--- src/hdl/hse_pkg.sv ---
// Shared types and constants for the heap sort engine.
// No dependencies; compiled before every other file of the block.
package hse_pkg;

  localparam int DATA_W = 32;

  typedef logic signed [DATA_W-1:0] data_t;

  typedef enum logic [3:0] {
    S_IDLE,
    S_SIFT_RD,
    S_SIFT_HV,
    S_CHILD,
    S_LEFT,
    S_RIGHT,
    S_CMP,
    S_SIFT_END,
    S_SWAP_A,
    S_SWAP_B,
    S_SWAP_C,
    S_OUT_RD,
    S_OUT_LOAD,
    S_OUT_HOLD
  } state_t;

endpackage

--- src/hdl/hse_in_if.sv ---
// Input channel of the heap sort engine: one value per transaction and a last flag.
// Depends on hse_pkg.
interface hse_in_if import hse_pkg::*; ();
  logic  valid;
  logic  ready;
  data_t value;
  logic  last_item;

  modport source (output valid, value, last_item, input ready);
  modport sink (input valid, value, last_item, output ready);
endinterface

--- src/hdl/hse_out_if.sv ---
// Result channel of the heap sort engine: one sorted value per transaction.
// Depends on hse_pkg.
interface hse_out_if import hse_pkg::*; ();
  logic  valid;
  logic  ready;
  data_t sorted_value;
  logic  last_result;

  modport source (output valid, sorted_value, last_result, input ready);
  modport sink (input valid, sorted_value, last_result, output ready);
endinterface

--- src/hdl/hse_ram.sv ---
// Generic single write port, single read port RAM with a registered read.
// No dependencies.
module hse_ram #(
  parameter int WIDTH = 32,
  parameter int DEPTH = 64,
  parameter int AW    = 6
) (
  input  logic             clk,
  input  logic             wr_en,
  input  logic [AW-1:0]    wr_addr,
  input  logic [WIDTH-1:0] wr_data,
  input  logic [AW-1:0]    rd_addr,
  output logic [WIDTH-1:0] rd_data
);

  logic [WIDTH-1:0] mem [DEPTH];

  always_ff @(posedge clk) begin
    if (wr_en) begin
      mem[wr_addr] <= wr_data;
    end
    rd_data <= mem[rd_addr];
  end

endmodule

--- src/hdl/heap_sort_engine_unit.sv ---
// Top level of the heap sort engine: load sequencer, heap sort sequencer and result stage.
// Depends on hse_pkg, hse_in_if, hse_out_if and hse_ram.
//
// The block takes one signed value per transaction into its store and ignores values
// beyond MAX_ITEMS. The transaction that carries last_item closes the set: the block
// builds a max-heap, sorts the set in place and returns every stored value in ascending
// order, with last_result high on the largest. It takes no input from that transaction
// until the last result has been taken. All compares go through one comparator fed by
// the store's single read port.
module heap_sort_engine_unit import hse_pkg::*; #(
  parameter int MAX_ITEMS = 64
) (
  input  logic       clk,
  input  logic       rst,
  hse_in_if.sink     items,
  hse_out_if.source  results
);

  localparam int AW = (MAX_ITEMS > 1) ? $clog2(MAX_ITEMS) : 1;
  localparam int CW = $clog2(MAX_ITEMS + 1);
  localparam int IW = CW + 1;

  state_t        state;
  state_t        state_next;
  logic [CW-1:0] count;
  logic [CW-1:0] n_items;
  logic [CW-1:0] hsize;
  logic [CW-1:0] k;
  logic [CW-1:0] idx;
  logic [AW-1:0] node;
  logic [AW-1:0] ci;
  logic          building;
  data_t         hv;
  data_t         cv;
  data_t         out_value;
  logic          out_valid;
  logic          out_last;

  logic          accept;
  logic          full;
  logic [CW-1:0] n_eff;
  logic [IW-1:0] kid;
  logic [IW-1:0] kid_r;
  logic          has_kid;
  logic          has_r;
  data_t         cmp_a;
  data_t         cmp_b;
  logic          gt;

  logic          wr_en;
  logic [AW-1:0] wr_addr;
  data_t         wr_data;
  logic [AW-1:0] rd_addr;
  data_t         rd_data;

  assign accept  = items.valid && items.ready;
  assign full    = (count == CW'(MAX_ITEMS));
  assign n_eff   = full ? count : count + CW'(1);
  assign kid     = (IW'(node) << 1) | IW'(1);
  assign kid_r   = kid + IW'(1);
  assign has_kid = kid < IW'(hsize);
  assign has_r   = kid_r < IW'(hsize);

  // The one comparator serves both the child pick and the compare against the held value.
  assign cmp_a = (state == S_RIGHT) ? rd_data : cv;
  assign cmp_b = (state == S_RIGHT) ? cv : hv;
  assign gt    = cmp_a > cmp_b;

  assign items.ready          = (state == S_IDLE);
  assign results.valid        = out_valid;
  assign results.sorted_value = out_value;
  assign results.last_result  = out_last;

  hse_ram #(
    .WIDTH (DATA_W),
    .DEPTH (MAX_ITEMS),
    .AW    (AW)
  ) u_store (
    .clk     (clk),
    .wr_en   (wr_en),
    .wr_addr (wr_addr),
    .wr_data (wr_data),
    .rd_addr (rd_addr),
    .rd_data (rd_data)
  );

  always_comb begin
    state_next = state;
    unique case (state)
      S_IDLE: begin
        if (accept && items.last_item) begin
          if (n_eff >= CW'(2)) begin
            state_next = S_SIFT_RD;
          end else if (n_eff == CW'(1)) begin
            state_next = S_OUT_RD;
          end
        end
      end
      S_SIFT_RD:  state_next = S_SIFT_HV;
      S_SIFT_HV:  state_next = S_CHILD;
      S_CHILD:    state_next = has_kid ? S_LEFT : S_SIFT_END;
      S_LEFT:     state_next = has_r ? S_RIGHT : S_CMP;
      S_RIGHT:    state_next = S_CMP;
      S_CMP:      state_next = gt ? S_CHILD : S_SIFT_END;
      S_SIFT_END: begin
        if (building) begin
          state_next = (k > CW'(1)) ? S_SIFT_RD : S_SWAP_A;
        end else begin
          state_next = (k == CW'(1)) ? S_OUT_RD : S_SWAP_A;
        end
      end
      S_SWAP_A:   state_next = S_SWAP_B;
      S_SWAP_B:   state_next = S_SWAP_C;
      S_SWAP_C:   state_next = S_CHILD;
      S_OUT_RD:   state_next = S_OUT_LOAD;
      S_OUT_LOAD: state_next = S_OUT_HOLD;
      S_OUT_HOLD: begin
        if (results.ready) begin
          state_next = out_last ? S_IDLE : S_OUT_RD;
        end
      end
      default:    state_next = S_IDLE;
    endcase
  end

  always_comb begin
    wr_en   = 1'b0;
    wr_addr = node;
    wr_data = hv;
    rd_addr = node;
    unique case (state)
      S_IDLE: begin
        wr_en   = accept && !full;
        wr_addr = count[AW-1:0];
        wr_data = items.value;
      end
      S_CHILD: begin
        wr_en   = !has_kid;
        rd_addr = kid[AW-1:0];
      end
      S_LEFT:   rd_addr = kid_r[AW-1:0];
      S_CMP: begin
        wr_en   = 1'b1;
        wr_data = gt ? cv : hv;
      end
      S_SWAP_A: rd_addr = '0;
      S_SWAP_B: rd_addr = k[AW-1:0];
      S_SWAP_C: begin
        wr_en   = 1'b1;
        wr_addr = k[AW-1:0];
        wr_data = cv;
      end
      S_OUT_RD: rd_addr = idx[AW-1:0];
      default: begin
        wr_en = 1'b0;
      end
    endcase
  end

  always_ff @(posedge clk) begin
    if (rst) begin
      state     <= S_IDLE;
      count     <= '0;
      building  <= 1'b0;
      out_valid <= 1'b0;
    end else begin
      state <= state_next;
      unique case (state)
        S_IDLE: begin
          if (accept) begin
            if (items.last_item) begin
              count    <= '0;
              n_items  <= n_eff;
              hsize    <= n_eff;
              k        <= n_eff >> 1;
              node     <= AW'((n_eff >> 1) - CW'(1));
              building <= 1'b1;
              idx      <= '0;
            end else if (!full) begin
              count <= count + CW'(1);
            end
          end
        end
        S_SIFT_HV: hv <= rd_data;
        S_LEFT: begin
          cv <= rd_data;
          ci <= kid[AW-1:0];
        end
        S_RIGHT: begin
          if (gt) begin
            cv <= rd_data;
            ci <= kid_r[AW-1:0];
          end
        end
        S_CMP: begin
          if (gt) begin
            node <= ci;
          end
        end
        S_SIFT_END: begin
          if (building) begin
            if (k > CW'(1)) begin
              k    <= k - CW'(1);
              node <= AW'(k - CW'(2));
            end else begin
              building <= 1'b0;
              k        <= n_items - CW'(1);
            end
          end else if (k != CW'(1)) begin
            k <= k - CW'(1);
          end
        end
        S_SWAP_B: cv <= rd_data;
        S_SWAP_C: begin
          hv    <= rd_data;
          node  <= '0;
          hsize <= k;
        end
        S_OUT_LOAD: begin
          out_value <= rd_data;
          out_last  <= (idx == n_items - CW'(1));
          out_valid <= 1'b1;
        end
        S_OUT_HOLD: begin
          if (results.ready) begin
            out_valid <= 1'b0;
            idx       <= idx + CW'(1);
          end
        end
        default: begin
          count <= count;
        end
      endcase
    end
  end

  a_wr_in_range: assert property (@(posedge clk) disable iff (rst)
    wr_en |-> (IW'(wr_addr) < IW'(MAX_ITEMS)))
    else $error("Store write beyond capacity.");

  a_count_bound: assert property (@(posedge clk) disable iff (rst)
    count <= CW'(MAX_ITEMS))
    else $error("Item count exceeds capacity.");

  a_no_overlap: assert property (@(posedge clk) disable iff (rst)
    items.ready |-> !results.valid)
    else $error("Input taken while a result is pending.");

  a_result_state: assert property (@(posedge clk) disable iff (rst)
    results.valid |-> (state == S_OUT_HOLD))
    else $error("Result shown outside the output state.");

  a_done_idle: assert property (@(posedge clk) disable iff (rst)
    (results.valid && results.ready && results.last_result) |=> (items.ready && count == '0))
    else $error("Block not ready for a new set after the last transaction.");

endmodule
--- src/flat_wrapper.sv ---
// flat-port wrapper written by rule: the top's interface ports become plain ports
module heap_sort_engine_unit_flat import hse_pkg::*;
#(
  parameter int MAX_ITEMS = 64
)
  (clk, rst, items_valid, items_value, items_last_item, items_ready, results_valid, results_sorted_value, results_last_result, results_ready);
  hse_in_if items_i ();
  hse_out_if results_i ();
  input  logic clk;
  input  logic rst;
  input wire logic [$bits(items_i.valid)-1:0] items_valid;
  input wire logic [$bits(items_i.value)-1:0] items_value;
  input wire logic [$bits(items_i.last_item)-1:0] items_last_item;
  output wire logic [$bits(items_i.ready)-1:0] items_ready;
  output wire logic [$bits(results_i.valid)-1:0] results_valid;
  output wire logic [$bits(results_i.sorted_value)-1:0] results_sorted_value;
  output wire logic [$bits(results_i.last_result)-1:0] results_last_result;
  input wire logic [$bits(results_i.ready)-1:0] results_ready;
  assign items_i.valid = items_valid;
  assign items_i.value = items_value;
  assign items_i.last_item = items_last_item;
  assign items_ready = items_i.ready;
  assign results_valid = results_i.valid;
  assign results_sorted_value = results_i.sorted_value;
  assign results_last_result = results_i.last_result;
  assign results_i.ready = results_ready;
  heap_sort_engine_unit #(.MAX_ITEMS(MAX_ITEMS)) u_core (.clk(clk), .rst(rst), .items(items_i), .results(results_i));
endmodule
--- config.mk ---
export PLATFORM = sky130hd
export DESIGN_NAME = heap_sort_engine_unit_flat
export DESIGN_NICKNAME = d
export VERILOG_FILES = /design/src/hdl/hse_pkg.sv /design/src/hdl/hse_in_if.sv /design/src/hdl/hse_out_if.sv /design/src/hdl/hse_ram.sv /design/src/hdl/heap_sort_engine_unit.sv /design/src/flat_wrapper.sv
export SDC_FILE = /design/constraint.sdc
export NUM_CORES = 2
export LEC_CHECK = 0
export ABC_AREA = 1
export BUFFER_PORTS_ARGS = -buffer_cell sky130_fd_sc_hd__buf_2
export CAP_MARGIN = 20
export CORE_ASPECT_RATIO = 1.1
export CORE_MARGIN = 3
export CORE_UTILIZATION = 56
export DETAILED_ROUTE_END_ITERATION = 6
export GPL_ROUTABILITY_DRIVEN = 0
export HOLD_SLACK_MARGIN = 0.06
export PLACE_DENSITY = 0.83
export SETUP_SLACK_MARGIN = 0.2
export SYNTH_ARGS = -nofsm -noshare
export SYNTH_HDL_FRONTEND = slang
export SYNTH_SLANG_ARGS = --single-unit
--- constraint.sdc ---
create_clock -name clk -period 6.6 [get_ports clk]
set_input_delay 1.98 -clock clk [delete_from_list [all_inputs] [get_ports clk]]
set_output_delay 1.98 -clock clk [all_outputs]
set_load 0.03 [all_outputs]
==> results.py <==
metrics = {
    "run_status": {
        "outcome": "finished, violations left",
        "failed_checks": "design-rule violations",
    },
    "synthesis": {
        "synth.avg_cell_area_um2": 10.9,
        "yosysSeqAreaShare_pct": 66.6,
        "synth_seq_cells": 2230,
        "ys_types": 42,
        "synth.top_cell.area_share_pct": 65.7,
        "synth_top_family_by_area": "simple AND/OR/NAND/NOR gates",
        "ys_top_cells_by_area": "edfxtp_1 (66%), nand3_1 (11%), nand2_1 (5.8%), nand3b_1 (5.7%), inv_1 (4.9%)",
        "synthCells": 9194,
        "muxShareOfSynthArea_pct": 0,
        "synth_flop_cell": "edfxtp_1",
        "syn-num-nets": 9286,
        "synth_edf_count": 2185,
        "synth-xor-area-share_pct": 0.175,
        "async_reset_ff_share_pct": 0,
        "synth_compound_area_share_pct": 1.02,
        "synthSimpleGateAreaFrac_pct": 23.9,
        "syn_area_mm2": 0.0999,
        "synth_common_cells": "nand3_1 (2251), edfxtp_1 (2185), nand2_1 (1531)",
        "ys_warn_count": 0,
        "synthAdderAreaFrac_pct": 0.689,
        "synth.most_common_cell": "nand3_1",
        "synth_top_cell_by_area": "edfxtp_1",
    },
    "worst_setup_path": {
        "path_class": "reg2reg",
        "cp_max_fo": 64,
        "rr_worst_depth": 17,
        "start_kind": "register",
        "cp.required_ps": 7100,
        "cp_cell_sequence": "nand2_1 -> nor2_4 -> buf_4 -> o21ai_0 -> ha_1 -> nand2_1 -> nor2_1 -> nand2_1 -> nor4_1 -> nand2_1 -> nand2_1 -> nand2_1 -> buf_4 -> nand4_1 -> nand3_1 -> nand4_1 -> buf_4",
        "cp-end-kind": "register",
        "max_stage_delay_ps": 690,
        "worst_path_max_delay_cell": "nor2_4",
        "crit_top_cell": "nand2_1",
        "worstPathArrival_ps": 5980,
        "reg2reg_slack_ps": 1120,
    },
    "detailed_routing": {
        "routedWlPerCell_um": 23.6,
        "antenna_left": 0,
        "drc_errors": 2,
        "vias": 72541,
        "wl_mm": 273,
        "via_per_inst": 6.26,
        "firstDrtPassIters": 7,
        "drt-initial-drc-count": 11721,
    },
    "timing": {
        "clock.fmax_mhz": 183,
        "final_max_slew_viol_count": 0,
        "clock_skew_ps": 25.2,
        "worst_pin_slew_ps": 1160,
        "rsz0062_at_grt": "no",
        "slew_headroom_pct": 22.5,
        "setup_viol": 0,
        "setup_tns_ps": 0,
        "fin_crit_sh_pct": 83.0,
        "hold_violations": 0,
        "finalCriticalPeriod_ps": 5480,
    },
    "clocking": {
        "cts_root_buf": "clkbuf_16",
        "cts.sinks": 2230,
        "clk_pin_slew_ps": 70,
        "htreeDepth": 4,
        "cts_buffer_depth": 3,
        "post_cts_resized": 0,
        "insertion_delay_ps": 850,
        "cts_buffers": 200,
        "cts_tree": "built",
        "postCtsSetupBuffers": 0,
        "cts_hold_buf": 0,
    },
    "floorplanning": {
        "die_area_mm2": 0.183,
        "row_count": 161,
        "fp.dieW_um": 409,
        "core_area_mm2": 0.176,
        "die_h_um": 449,
        "initial_core_util_pct": 56.7,
        "ios": 72,
    },
    "hold_path": {
        "hp-class": "reg2reg",
        "min_path_cells": 2,
    },
    "power": {
        "p_leak_nw": 42.1,
        "pwr_density_cell_mw_per_mm2": 535,
        "ir_drop_v": 0.000560,
    },
    "cells_and_area": {
        "final_nets": 9157,
        "drive_above_1_share_pct": 6.96,
        "fillCellCount": 12455,
        "fin_util_pct": 62.1,
        "syn2layout_area_growth_pct": 9.57,
    },
    "global_route": {
        "track_usage_pct": 28.9,
        "antenna_found_initial": 7,
        "overflow": 0,
        "grt_pass1_wl_mm": 411,
        "grt_start_max_net_pins": 201,
        "grt_pass1_vias": 70798,
    },
    "placed_design": {
        "dp.final_hpwl_mm": 152,
        "port_buffers": 71,
    },
    "run": {
        "cap_violations": 0,
    },
}
## layout make-up
class                           instances  area (um^2)  area share [%]
Antenna cell                            1         2.50         0.00229
Clock buffer                          261         5400            4.93
Clock inverter                        106          872           0.797
Inverter                             1313         4940            4.52
Multi-Input combinational cell       5047        26400            24.1
Sequential cell                      2230        66500            60.8
Tap cell                             2363         2960            2.70
Timing Repair Buffer                  273         2330            2.13
## sequential cells by signal, summed over array words and instances, names as in the netlist, 6 cells and up
signal and count:
u_core.n_items 7, u_core.node 6, u_core.cv 32, u_core.u_store.mem 2048, u_core.hv 32, u_core.hsize 7, u_core.u_store.rd_data 32, u_core.ci 6
u_core.k 7, u_core.results.sorted_value 32, u_core.idx 7, u_core.count 7
## final timing paths
kind / start / endpoint
setup reg to reg: u_core.state[2] / u_core.u_store.mem[14][28]
setup / recovery: u_core.state[2] / u_core.u_store.mem[14][28]
hold reg to reg: u_core.results.valid / u_core.results.valid
hold / removal: u_core.results.valid / u_core.results.valid
## metal layers
layer,vias up,part of all wire [%],global-route usage (%)
li1,31338,-,-
met1,34429,34,36.1
met2,5709,47,46.8
met3,1055,13,7.31
met4,10,5.3,14.9
met5,-,0.024,0
## cells by family (layout without fill, tap and decap cells)
group | after synthesis | after routing
xor gates and xnor gates | 20 | 20
other | 0 | 1
adders and majority gates | 55 | 55
DFF | 2230 | 2230
and+or+nand+nor | 4784 | 4784
AOI/OAI and AO/OA | 188 | 188
buffers and inverters | 1917 | 1953
## power by group
group | leakage [nW] | switching, W | internal (W)
Sequential | 20.1 | 0.000470 | 0.0198
Combinational | 19.0 | 0.0207 | 0.00625
Clock | 3.06 | 0.00507 | 0.00622
## metrics by stage
| stage | hold slack (ps) | worst slack, ps | instance area [um^2] | total power (W) | std cells |
|---|---|---|---|---|---|
| final | 486 | 1120 | 109000 | 0.0585 | 11594 |
| after global routing | 515 | 794 | 109000 | 0.0607 | 11593 |
| after CTS | 492 | 1290 | 109000 | 0.0576 | 11589 |
| after detailed placement | 477 | 1360 | 103000 | 0.0463 | 11222 |
| after global placement | 475 | 1410 | 103000 | 0.0455 | 11221 |
| after floorplan | 438 | 438 | 99900 | 0.0369 | 9194 |
## critical path: cells and delay by family, from the launching register on
kind,cells,cell delay (ps)
simple gates,12,2700
buf+inv,3,1360
flops,1,520
fa+ha+maj,1,320
compound gates,1,100
## cells in the final DEF (no fill, tap or decap), drive strengths merged, types with 2 or more instances in the layout
cell type / count
inv: 1320
o22ai: 3
nor2: 131
ha: 55
buf: 273
or2: 3
nand3b: 759
o21ai: 111
nor4: 6
a211oi: 5
xnor2: 7
a21oi: 52
dfxtp: 45
o211ai: 5
nor3: 16
xor2: 13
nand3: 2252
a22oi: 3
clkinv: 81
bufinv: 12
clkbuf: 261
nand2: 1535
clkinvlp: 6
o21a: 2
nand4: 81
edfxtp: 2185
No activity file was read; power rests on OpenSTA's default activity.
